## config.mk

```make
export PLATFORM = sky130hd
export DESIGN_NAME = telnet_iac_stream_parser
export DESIGN_NICKNAME = d
export VERILOG_FILES = /design/src/hdl/tisp_pkg.sv /design/src/hdl/tisp_in_stage.sv /design/src/hdl/tisp_parser.sv /design/src/hdl/tisp_out_stage.sv /design/src/hdl/telnet_iac_stream_parser.sv
export VERILOG_INCLUDE_DIRS = /design/src /design/src/hdl
export SDC_FILE = /design/constraint.sdc
export NUM_CORES = 1
export LEC_CHECK = 0
export BUFFER_PORTS_ARGS = -buffer_cell sky130_fd_sc_hd__buf_2
export CORE_MARGIN = 1
export CORE_UTILIZATION = 30
export DETAILED_ROUTE_END_ITERATION = 8
export MAX_ROUTING_LAYER = met4
export SYNTH_ARGS = -nofsm -noshare
export SYNTH_HDL_FRONTEND = slang
export SYNTH_SLANG_ARGS = --single-unit
```

## constraint.sdc

```tcl
create_clock -name clock -period 3.3 [get_ports clock]
set_clock_uncertainty 0.2 [all_clocks]
set_input_delay 0.99 -clock clock [delete_from_list [all_inputs] [get_ports clock]]
set_output_delay 0.99 -clock clock [all_outputs]
set_load 0.03 [all_outputs]
```

## src/hdl/telnet_iac_stream_parser_assert.svh

```systemverilog
// ----------------------------------------------------------------------------
// Telnet IAC stream parser assertion macros
// Shared concurrent assertion forms, clocked on clock and disabled in reset.
// ----------------------------------------------------------------------------
`ifndef TELNET_IAC_STREAM_PARSER_ASSERT_SVH
`define TELNET_IAC_STREAM_PARSER_ASSERT_SVH

// Same-cycle implication: whenever ante holds, cons must hold as well.
`define TISP_ASSERT_IMP(lbl, ante, cons) \
   lbl: assert property (@(posedge clock) disable iff (reset) (ante) |-> (cons)) \
      else $error("tisp: same-cycle check failed");

// Next-cycle implication: whenever ante holds, cons must hold in the next cycle.
`define TISP_ASSERT_NEXT(lbl, ante, cons) \
   lbl: assert property (@(posedge clock) disable iff (reset) (ante) |=> (cons)) \
      else $error("tisp: next-cycle check failed");

`endif

```

## src/hdl/tisp_pkg.sv

```systemverilog
// ----------------------------------------------------------------------------
// Telnet IAC stream parser package
// Request and response types, parser phases and Telnet byte codes.
// ----------------------------------------------------------------------------
package tisp_pkg;

   // Saturation limits of the per-packet counters, at the width of their fields.
   localparam logic [10:0] DATA_CAP    = 11'd1024;
   localparam logic [6:0]  COMMAND_CAP = 7'd64;

   // Telnet byte codes.
   localparam logic [7:0] CODE_SE   = 8'd240;
   localparam logic [7:0] CODE_SB   = 8'd250;
   localparam logic [7:0] CODE_WILL = 8'd251;
   localparam logic [7:0] CODE_IAC  = 8'd255;

   typedef enum logic [1:0] {
      KIND_NONE    = 2'd0,
      KIND_DATA    = 2'd1,
      KIND_COMMAND = 2'd2
   } item_kind_type;

   typedef enum logic [2:0] {
      PH_DATA    = 3'd0,
      PH_IAC     = 3'd1,
      PH_OPTION  = 3'd2,
      PH_SUB     = 3'd3,
      PH_SUB_IAC = 3'd4,
      PH_HALT    = 3'd5
   } parse_phase_type;

   typedef struct packed {
      logic [7:0] byte_in;
      logic       first_byte;
      logic       last_byte;
   } req_type;

   typedef struct packed {
      item_kind_type item_kind;
      logic [7:0]    data_byte;
      logic [7:0]    command_code;
      logic [7:0]    option_code;
      logic          option_present;
      logic          end_of_packet;
      logic          telnet_found;
      logic          parse_error;
      logic [10:0]   data_total;
      logic [6:0]    command_total;
   } rsp_type;

endpackage

```

## src/hdl/tisp_in_stage.sv

```systemverilog
// ----------------------------------------------------------------------------
// Telnet IAC stream parser input stage
// Holds one accepted request until the parser moves it on.
// ----------------------------------------------------------------------------
module tisp_in_stage
   import tisp_pkg::*;
(
   input  logic    clock,
   input  logic    reset,
   input  logic    req_valid,
   output logic    req_stall,
   input  req_type req_data,
   input  logic    out_ready,
   output logic    advance,
   output req_type item
);

   logic    in_valid_ff;
   logic    in_valid_in;
   req_type item_ff;
   logic    load;

   // The held request moves on whenever the result register can take it.
   assign advance   = in_valid_ff && out_ready;
   assign req_stall = in_valid_ff && !out_ready;
   assign load      = req_valid && !req_stall;

   always_comb begin
      in_valid_in = in_valid_ff;
      if (load) begin
         in_valid_in = 1'b1;
      end else if (advance) begin
         in_valid_in = 1'b0;
      end
   end

   always_ff @(posedge clock) begin
      if (reset) begin
         in_valid_ff <= 1'b0;
      end else begin
         in_valid_ff <= in_valid_in;
      end
   end

   always_ff @(posedge clock) begin
      if (load) begin
         item_ff <= req_data;
      end
   end

   assign item = item_ff;

endmodule

```

## src/hdl/tisp_parser.sv

```systemverilog
// ----------------------------------------------------------------------------
// Telnet IAC stream parser core
// Per-packet parser state, Telnet detector and the result of one byte.
// ----------------------------------------------------------------------------
module tisp_parser
   import tisp_pkg::*;
(
   input  logic    clock,
   input  logic    reset,
   input  logic    advance,
   input  req_type item,
   output rsp_type result
);

   parse_phase_type phase_ff,         phase_in;
   logic [7:0]      held_command_ff,  held_command_in;
   logic [10:0]     data_kept_ff,     data_kept_in;
   logic [6:0]      commands_kept_ff, commands_kept_in;
   logic            prev_iac_ff,      prev_iac_in;
   logic            detected_ff,      detected_in;
   logic            error_ff,         error_in;

   // State as seen by this byte: a first byte starts from the cleared state.
   parse_phase_type cur_phase;
   logic [7:0]      cur_held;
   logic [10:0]     cur_data_kept;
   logic [6:0]      cur_commands_kept;
   logic            cur_prev_iac;
   logic            cur_detected;
   logic            cur_error;

   // State after this byte, before the end-of-packet clear.
   parse_phase_type phase_nxt;
   logic [7:0]      held_nxt;
   logic [10:0]     data_kept_nxt;
   logic [6:0]      commands_kept_nxt;
   logic            detected_nxt;
   logic            error_nxt;
   logic            bad_command;

   item_kind_type   kind;
   logic [7:0]      data_byte;
   logic [7:0]      command_code;
   logic [7:0]      option_code;
   logic            option_present;

   logic [7:0]      b;
   logic            b_is_cmd;
   logic            data_room;
   logic            command_room;

   assign b        = item.byte_in;
   assign b_is_cmd = (b >= CODE_SE);

   always_comb begin
      if (item.first_byte) begin
         cur_phase         = PH_DATA;
         cur_held          = 8'd0;
         cur_data_kept     = 11'd0;
         cur_commands_kept = 7'd0;
         cur_prev_iac      = 1'b0;
         cur_detected      = 1'b0;
         cur_error         = 1'b0;
      end else begin
         cur_phase         = phase_ff;
         cur_held          = held_command_ff;
         cur_data_kept     = data_kept_ff;
         cur_commands_kept = commands_kept_ff;
         cur_prev_iac      = prev_iac_ff;
         cur_detected      = detected_ff;
         cur_error         = error_ff;
      end
   end

   assign data_room    = (cur_data_kept < DATA_CAP);
   assign command_room = (cur_commands_kept < COMMAND_CAP);

   // Next phase.
   always_comb begin
      phase_nxt   = cur_phase;
      held_nxt    = cur_held;
      bad_command = 1'b0;
      unique case (cur_phase)
         PH_DATA: begin
            if (b == CODE_IAC) begin
               phase_nxt = PH_IAC;
            end
         end
         PH_IAC: begin
            priority if (b == CODE_IAC) begin
               phase_nxt = PH_DATA;
            end else if (b >= CODE_WILL) begin
               held_nxt  = b;
               phase_nxt = PH_OPTION;
            end else if (b == CODE_SB) begin
               phase_nxt = PH_SUB;
            end else if (b_is_cmd) begin
               phase_nxt = PH_DATA;
            end else begin
               bad_command = 1'b1;
               phase_nxt   = PH_HALT;
            end
         end
         PH_OPTION: begin
            phase_nxt = PH_DATA;
         end
         PH_SUB: begin
            if (b == CODE_IAC) begin
               phase_nxt = PH_SUB_IAC;
            end
         end
         PH_SUB_IAC: begin
            priority if (b == CODE_SE) begin
               phase_nxt = PH_DATA;
            end else if (b != CODE_IAC) begin
               phase_nxt = PH_SUB;
            end else begin
               phase_nxt = PH_SUB_IAC;
            end
         end
         PH_HALT: begin
            phase_nxt = PH_HALT;
         end
         default: begin
            phase_nxt = PH_HALT;
         end
      endcase
   end

   // Result item of this byte.
   always_comb begin
      kind           = KIND_NONE;
      data_byte      = 8'd0;
      command_code   = 8'd0;
      option_code    = 8'd0;
      option_present = 1'b0;
      unique case (cur_phase)
         PH_DATA: begin
            if (b != CODE_IAC && data_room) begin
               kind      = KIND_DATA;
               data_byte = b;
            end
         end
         PH_IAC: begin
            priority if (b == CODE_IAC) begin
               if (data_room) begin
                  kind      = KIND_DATA;
                  data_byte = CODE_IAC;
               end
            end else if (b_is_cmd && b < CODE_SB) begin
               if (command_room) begin
                  kind         = KIND_COMMAND;
                  command_code = b;
               end
            end else begin
               kind = KIND_NONE;
            end
         end
         PH_OPTION: begin
            if (command_room) begin
               kind           = KIND_COMMAND;
               command_code   = cur_held;
               option_code    = b;
               option_present = 1'b1;
            end
         end
         default: begin
            kind = KIND_NONE;
         end
      endcase
   end

   assign data_kept_nxt     = cur_data_kept + 11'((kind == KIND_DATA) ? 1 : 0);
   assign commands_kept_nxt = cur_commands_kept + 7'((kind == KIND_COMMAND) ? 1 : 0);
   assign detected_nxt      = cur_detected || (cur_prev_iac && b_is_cmd);
   assign error_nxt         = cur_error || bad_command ||
                              (item.last_byte && (phase_nxt == PH_IAC ||
                                                  phase_nxt == PH_OPTION ||
                                                  phase_nxt == PH_SUB_IAC));

   always_comb begin
      result.item_kind      = kind;
      result.data_byte      = data_byte;
      result.command_code   = command_code;
      result.option_code    = option_code;
      result.option_present = option_present;
      result.end_of_packet  = item.last_byte;
      result.telnet_found   = detected_nxt;
      result.parse_error    = error_nxt;
      result.data_total     = data_kept_nxt;
      result.command_total  = commands_kept_nxt;
   end

   // The last byte of a packet leaves the cleared state behind it.
   always_comb begin
      if (item.last_byte) begin
         phase_in         = PH_DATA;
         held_command_in  = 8'd0;
         data_kept_in     = 11'd0;
         commands_kept_in = 7'd0;
         prev_iac_in      = 1'b0;
         detected_in      = 1'b0;
         error_in         = 1'b0;
      end else begin
         phase_in         = phase_nxt;
         held_command_in  = held_nxt;
         data_kept_in     = data_kept_nxt;
         commands_kept_in = commands_kept_nxt;
         prev_iac_in      = (b == CODE_IAC);
         detected_in      = detected_nxt;
         error_in         = error_nxt;
      end
   end

   always_ff @(posedge clock) begin
      if (reset) begin
         phase_ff         <= PH_DATA;
         held_command_ff  <= 8'd0;
         data_kept_ff     <= 11'd0;
         commands_kept_ff <= 7'd0;
         prev_iac_ff      <= 1'b0;
         detected_ff      <= 1'b0;
         error_ff         <= 1'b0;
      end else if (advance) begin
         phase_ff         <= phase_in;
         held_command_ff  <= held_command_in;
         data_kept_ff     <= data_kept_in;
         commands_kept_ff <= commands_kept_in;
         prev_iac_ff      <= prev_iac_in;
         detected_ff      <= detected_in;
         error_ff         <= error_in;
      end
   end

endmodule

```

## src/hdl/tisp_out_stage.sv

```systemverilog
// ----------------------------------------------------------------------------
// Telnet IAC stream parser output stage
// Result register that holds a response until the consumer takes it.
// ----------------------------------------------------------------------------
module tisp_out_stage
   import tisp_pkg::*;
(
   input  logic    clock,
   input  logic    reset,
   input  logic    advance,
   input  rsp_type result,
   output logic    out_ready,
   output logic    rsp_valid,
   input  logic    rsp_stall,
   output rsp_type rsp_data
);

   logic    out_valid_ff;
   logic    out_valid_in;
   rsp_type rsp_ff;

   // Free when empty or when the held response leaves in this cycle.
   assign out_ready    = !out_valid_ff || !rsp_stall;
   assign out_valid_in = out_ready ? advance : out_valid_ff;

   always_ff @(posedge clock) begin
      if (reset) begin
         out_valid_ff <= 1'b0;
      end else begin
         out_valid_ff <= out_valid_in;
      end
   end

   always_ff @(posedge clock) begin
      if (advance) begin
         rsp_ff <= result;
      end
   end

   assign rsp_valid = out_valid_ff;
   assign rsp_data  = rsp_ff;

endmodule

```

## src/hdl/telnet_iac_stream_parser.sv

```systemverilog
// ----------------------------------------------------------------------------
// Telnet IAC stream parser
// Parses packet payload bytes into data bytes and Telnet commands.
// ----------------------------------------------------------------------------
//
//  Channel  Ports                        Moves
//  -------  ---------------------------  -------------------------------------
//  req      req_valid req_stall req_data one payload byte with packet marks
//  rsp      rsp_valid rsp_stall rsp_data one result for every request
//
// A request accepted into the input register is parsed and captured in the
// result register once that register has room, which then offers its response;
// one byte is taken in every cycle while rsp is not stalled. Reset clears both
// valid flags and the parser state; a first byte and the end of a last byte
// clear the parser as well. A stall on rsp holds the result register, and req
// is stalled only while the input register is full and cannot move on.
//
// The parser follows the byte after IAC: IAC IAC gives a data byte 255,
// WILL, WONT, DO and DONT wait for their option byte, codes 240 to 249 are
// commands on their own, and SB skips everything up to the next IAC SE. A
// code below 240 after IAC is an error, and the rest of that packet then
// yields empty responses. A packet that ends in the middle of a command is
// flagged as an error on its last response. Data and command responses stop
// once their counts reach their caps. Independently, a detector watches the
// raw bytes for IAC followed by 240 to 255 and reports it as telnet_found.
// ----------------------------------------------------------------------------
`include "telnet_iac_stream_parser_assert.svh"

module telnet_iac_stream_parser
   import tisp_pkg::*;
(
   input  logic    clock,
   input  logic    reset,
   input  logic    req_valid,
   output logic    req_stall,
   input  req_type req_data,
   output logic    rsp_valid,
   input  logic    rsp_stall,
   output rsp_type rsp_data
);

   logic    out_ready;
   logic    advance;
   req_type item;
   rsp_type result;

   // Input register: holds the accepted request until the result register
   // has room for its response.
   tisp_in_stage u_in_stage (
      .clock     (clock),
      .reset     (reset),
      .req_valid (req_valid),
      .req_stall (req_stall),
      .req_data  (req_data),
      .out_ready (out_ready),
      .advance   (advance),
      .item      (item)
   );

   // Parser state and the combinational step of one byte; the state is
   // updated only when the request moves into the result register.
   tisp_parser u_parser (
      .clock   (clock),
      .reset   (reset),
      .advance (advance),
      .item    (item),
      .result  (result)
   );

   // Result register towards the consumer.
   tisp_out_stage u_out_stage (
      .clock     (clock),
      .reset     (reset),
      .advance   (advance),
      .result    (result),
      .out_ready (out_ready),
      .rsp_valid (rsp_valid),
      .rsp_stall (rsp_stall),
      .rsp_data  (rsp_data)
   );

   // A request is stalled only while the result register has no room.
   `TISP_ASSERT_IMP(a_stall_needs_held_request, req_stall, !out_ready)

   // A request that moves into the result register is offered next cycle.
   `TISP_ASSERT_NEXT(a_advance_gives_response, advance, rsp_valid)

   // The saturating counts never pass their caps.
   `TISP_ASSERT_IMP(a_counts_capped, rsp_valid,
      rsp_data.data_total <= DATA_CAP && rsp_data.command_total <= COMMAND_CAP)

   // An option byte is only ever reported with a command.
   `TISP_ASSERT_IMP(a_option_with_command, rsp_valid && rsp_data.option_present,
      rsp_data.item_kind == KIND_COMMAND && rsp_data.command_code >= CODE_WILL)

endmodule

```

# [Yosys cells after proc, flatten, opt, wreduce, memory -nomap -nowiden]
# Index checks and enable logic that the tools add are counted.
[word_totals] reg_bits=92 in_bits=14 output_inout_bits=50 wordCells=112
[op_classes] add_sub_neg=2 order_cmp=5 eq_ne=13 n_mux=51 n_reduce_logical=19
[ops] op="8-bit 2-to-1 mux" count=12
[ops] op="8-bit case mux with 2 select lines" count=2
[ops] op="3-bit 2-to-1 mux" count=10
[ops] op="8-bit == test (second input constant)" count=3
[ops] op="11-bit 2-to-1 mux" count=2
[ops] op="1-bit 2-to-1 mux" count=18
[ops] op="8-bit greater-or-equal comparator (second input constant)" count=2
[ops] op="3-bit case mux with 5 select lines" count=1
[ops] op="7-bit 2-to-1 mux" count=2
[ops] op="11-bit adder" count=1
[ops] op="11-bit less-than comparator (second input constant)" count=1
[ops] op="3-bit by 2-bit == test with 1-bit output (second input constant)" count=3
[ops] op="8-bit less-than comparator (second input constant)" count=1
[ops] op="8-bit != test (second input constant)" count=1
[ops] op="7-bit adder" count=1
[ops] op="1-bit logical AND" count=7
[ops] op="7-bit less-than comparator (second input constant)" count=1
[ops] op="3-bit by 1-bit == test with 1-bit output (second input constant)" count=2
[ops] op="3-bit == test (second input constant)" count=2
[ops] op="1-bit logical OR" count=6
[ops] op="2-bit 2-to-1 mux" count=3
[ops] op="2-bit case mux with 3 select lines" count=1
[ops] op="1-bit logical NOT" count=4
[ops] op="3-bit logical NOT" count=1
[ops] op="3 further kinds" count=3

# [Depth between registers and ports, before layout]
[logic_depth] word_depth=12 depth_mapped=12 mapped_depth_nobuf=11

# [Modules after synthesis]
# A second synthesis with hierarchy kept.
[unflattened] hier_cells=335 hier_area_um2=4012.6
[by_module_without_submodules] mod="tisp_parser" n_inst=1 cells_each=268 area_each_um2=2182.1 seq_area_each_um2=640.6
[by_module_without_submodules] mod="tisp_out_stage" n_inst=1 cells_each=52 area_each_um2=1473.9 seq_area_each_um2=1461.4
[by_module_without_submodules] mod="tisp_in_stage" n_inst=1 cells_each=15 area_each_um2=356.6 seq_area_each_um2=320.3

# [Worst setup path after synthesis]
# OpenSTA, ideal clock, no wires.
[synth_path] kind="input port to flip-flop" startpoint="input port rsp_stall" endpoint="register u_parser.error_ff" setup_ns=0.128 arrival_time_ns=3.040 required_ns=2.972 setup_slack_ns=-0.068 path_stages=6 path_buffers=0 path_cell_list="nand2_1 -> nand2_1 -> inv_1 -> o21ai_0 -> a32oi_1 -> nor2_1"
[synth_via] elab_chain_len=3
[synth_lines] item="start, declared" line="telnet_iac_stream_parser.sv:38" source="input logic rsp_stall,"
[synth_lines] item="1-bit logical NOT" line="tisp_out_stage.sv:23" source="assign out_ready = !out_valid_ff || !rsp_stall;"
[synth_lines] item="1-bit logical OR" line="tisp_out_stage.sv:23"
[synth_lines] item="1-bit logical AND" line="tisp_in_stage.sv:24" source="assign advance = in_valid_ff && out_ready;"
[synth_lines] item="net advance" line="telnet_iac_stream_parser.sv:43" source="logic advance;"
[synth_lines] item="end signal, assigned" line="tisp_parser.sv:231" source="error_ff <= error_in;"
[synth_lines] item="end, declared" line="tisp_parser.sv:21" source="logic error_ff, error_in;"
# The timed path passes the listed nets, and every way through them passes these cells.
# A chain may end at the register's enable or synchronous reset.

==> metrics.cfg <==
[status]
status=finished clean

[drt]
vias=2840
routed_via_density=4.81
dr.pass1.iters=5
postRouteAntennaNets=0
wirelength_um=8550
drc=0
drtIter0Drc=231
wire_per_inst_um=14.5

[timing]
fmax_ghz=0.348
slew_headroom_pct=53.6
fin_crit_ns=2.87
worst_pin_slew_ns=0.689
hold_ws_ns=0.255
setup_violations=0
slew_viol_final=0
hold_viol_final=0
rsz0062_at_grt=no
layout_worst_path_cycle_share_pct=87.1
final.setup.tns_ns=0

[critical_path]
regToRegEndpoint=u_parser.commands_kept_ff[6]
crit_path_end_kind=flop
reg2reg_slack_ns=0.43
path_max_fanout=13
start_kind=flop
required_ns=3.37
cp_data_arrival_time_ns=2.94
reg2reg_from=u_in_stage.item[1]
reg2reg_depth=10
critPathKind=flop to flop

[placed_design]
place_hpwl_um=5810
dpl_cell_area_sq_um=4500
port_buffers=63
place.gp.congestion=0.840

[global_route]
grt_max_degree=29
antenna_found_initial=0
gr-usage-all-layers_pct=14.2
grt_pass1_vias=2655
gr-total-overflow=0
grt_first_pass_wirelength_um=13800

[clock_network]
clkLatencyLatePin_ns=0.34
post_cts.repair.setup_buffers=0
ctsHtreeMaxLevel=3
cts_hold_buf=0
cts_root_buf=clkbuf_16
clockBufferDepth=2
cts_made_buffers=9
clk_pin_slew_ns=0.06
cts_sinks=92
cts_tree=built
cts.repair.resized=0

[hold_path]
hold_path_class=flop to flop
hp-start=u_parser.held_command_ff[3]
hold_end=u_parser.held_command_ff[3]
whs_path_depth=2

[logic_synthesis]
syn_area_per_cell_sq_um=11.5
ys_types=53
synth.most_common_cell=edfxtp_1
yosysTopAreaCell=edfxtp_1
syn_inst=341
ys.flop_type=edfxtp_1
synth_common_cells=58 x edfxtp_1, 38 x nor2_1, 34 x dfxtp_1, 19 x a21oi_1, 19 x nand2_1
ys_seq_area_share_pct=61.8
yosys_warnings=0
syn_nets=359
synth-seq-cells=92
ys_async_sr_fraction_pct=0
synth.area.top_cells=edfxtp_1 44%, dfxtp_1 17%, nor2_1 3.6%
synth_top_cell_area_share_pct=44.4
syn_area_sq_um=3920
synth_edf_count=58

[die]
core_area_sq_um=12700
start_util_pct=30.9
die_w_um=116
die-area_sq_um=13500
ios=64
row_count=41
die_height_um=116

[final_layout]
post-route-cell-area_sq_um=4840
antenna-diode-count=0
fin_nets=431
area_growth_syn_to_layout_pct=23.4
drive_gt1_share_pct=25.6

[power_and_ir_drop]
ir_drop_mv=0.281
p_leak_nw=1.77
powerDensity_nw_per_um2=538

[flow_run]
drv_cap=0

layout make-up:
type / count / area (sq um)
well taps: 172 / 215
clock buffers: 12 / 236
flip-flops and latches: 92 / 2420
clock inverters: 4 / 98.8
inverters: 6 / 26.3
fillers: 1256 / 7840
multi-input cells: 222 / 1380
repair buffers: 82 / 458
routing by layer:
| layer | wire, um | up-vias | share of wire [%] | track usage [%] |
|---|---|---|---|---|
| met5 | 0 | - | 0 | - |
| met4 | 236 | 0 | 2.8 | 7.61 |
| met1 | 4090 | 1359 | 48 | 18.8 |
| met3 | 385 | 13 | 4.5 | 3.94 |
| met2 | 3840 | 72 | 45 | 19.5 |
| li1 | - | 1396 | - | - |
cell families after synthesis:
group           share of synthesized area [%]
fa+ha+maj                                1.28
xor+xnor                                 2.68
mux                                     0.383
buf+inv                                  3.03
compound gates                           14.3
simple gates                             16.6
flops                                    61.8
sequential cells by signal, indices dropped and copies added, names as in the netlist:
| signal | cells |
|---|---|
| u_in_stage.item | 10 |
| u_parser.data_kept_ff | 11 |
| u_parser.phase_ff | 3 |
| u_out_stage.rsp_valid | 1 |
| u_parser.prev_iac_ff | 1 |
| u_parser.held_command_ff | 8 |
| u_in_stage.in_valid_ff | 1 |
| u_out_stage.rsp_data | 48 |
| u_parser.detected_ff | 1 |
| u_parser.commands_kept_ff | 7 |
| u_parser.error_ff | 1 |
how the worst max path moves through the flow:
stage / from / depth (start not counted) / end / slack (ns)
final: u_in_stage.item[1] / 10 / u_parser.commands_kept_ff[6] / 0.43
after global routing: u_in_stage.item[1] / 10 / u_parser.commands_kept_ff[6] / 0.22
after CTS: u_in_stage.item[6] / 12 / u_out_stage.rsp_data[15] / 0.45
after detailed placement: u_in_stage.item[6] / 12 / u_out_stage.rsp_data[15] / 0.46
after global placement: u_in_stage.item[7] / 12 / u_out_stage.rsp_data[15] / 0.52
after floorplan: u_in_stage.item[1] / 11 / u_out_stage.rsp_data[15] / 0.33
where the power goes:
group	leakage [nW]	internal [mW]	switching, mW
logic	0.802	0.0439	0.123
clock network	0.161	0.743	0.421
registers	0.808	1.26	0.0163
total	1.77	2.04	0.560
cells in the final DEF (no fill, tap or decap), types with 2 or more instances in the layout:
cell type	count
buf_2	63
edfxtp_1	58
nor2_1	38
dfxtp_1	34
nand2_1	19
a21oi_1	19
buf_4	19
and2_1	15
nand3_1	13
o21ai_0	12
a22oi_1	11
nor2b_1	9
clkbuf_16	9
xor2_1	7
a22o_1	6
nor3_1	6
inv_1	5
xnor2_1	5
and3_1	4
a21o_1	4
or3_1	4
a31oi_1	4
nor3b_1	4
ha_1	4
a32oi_1	3
clkbuf_1	3
bufinv_16	3
nor4b_1	2
or2_2	2
o21bai_1	2
o32ai_1	2
o21a_1	2
o2bb2ai_1	2
o211ai_1	2
o311ai_0	2
through the flow:
step / worst slack [ns] / instances / total power [mW] / utilization, %
after CTS: 0.448 / 590 / 2.64 / 38.2
after global placement: 0.525 / 574 / 1.47 / 35.5
after floorplan: 0.327 / 341 / 1.40 / -
after global routing: 0.219 / 590 / 2.71 / 38.2
final: 0.426 / 590 / 2.60 / 38.2
after detailed placement: 0.465 / 574 / 1.47 / 35.5
worst max-delay path: stages (launching register included):
cell	delay [ns]
edfxtp_1	0.56
nor4b_1	0.42
and4b_1	0.27
or2_2	0.11
ha_1	0.18
ha_1	0.22
nand2_1	0.08
or3_1	0.30
a21oi_1	0.24
a22oi_1	0.10
nor2_1	0.12
(Power assumes the default switching activity.)
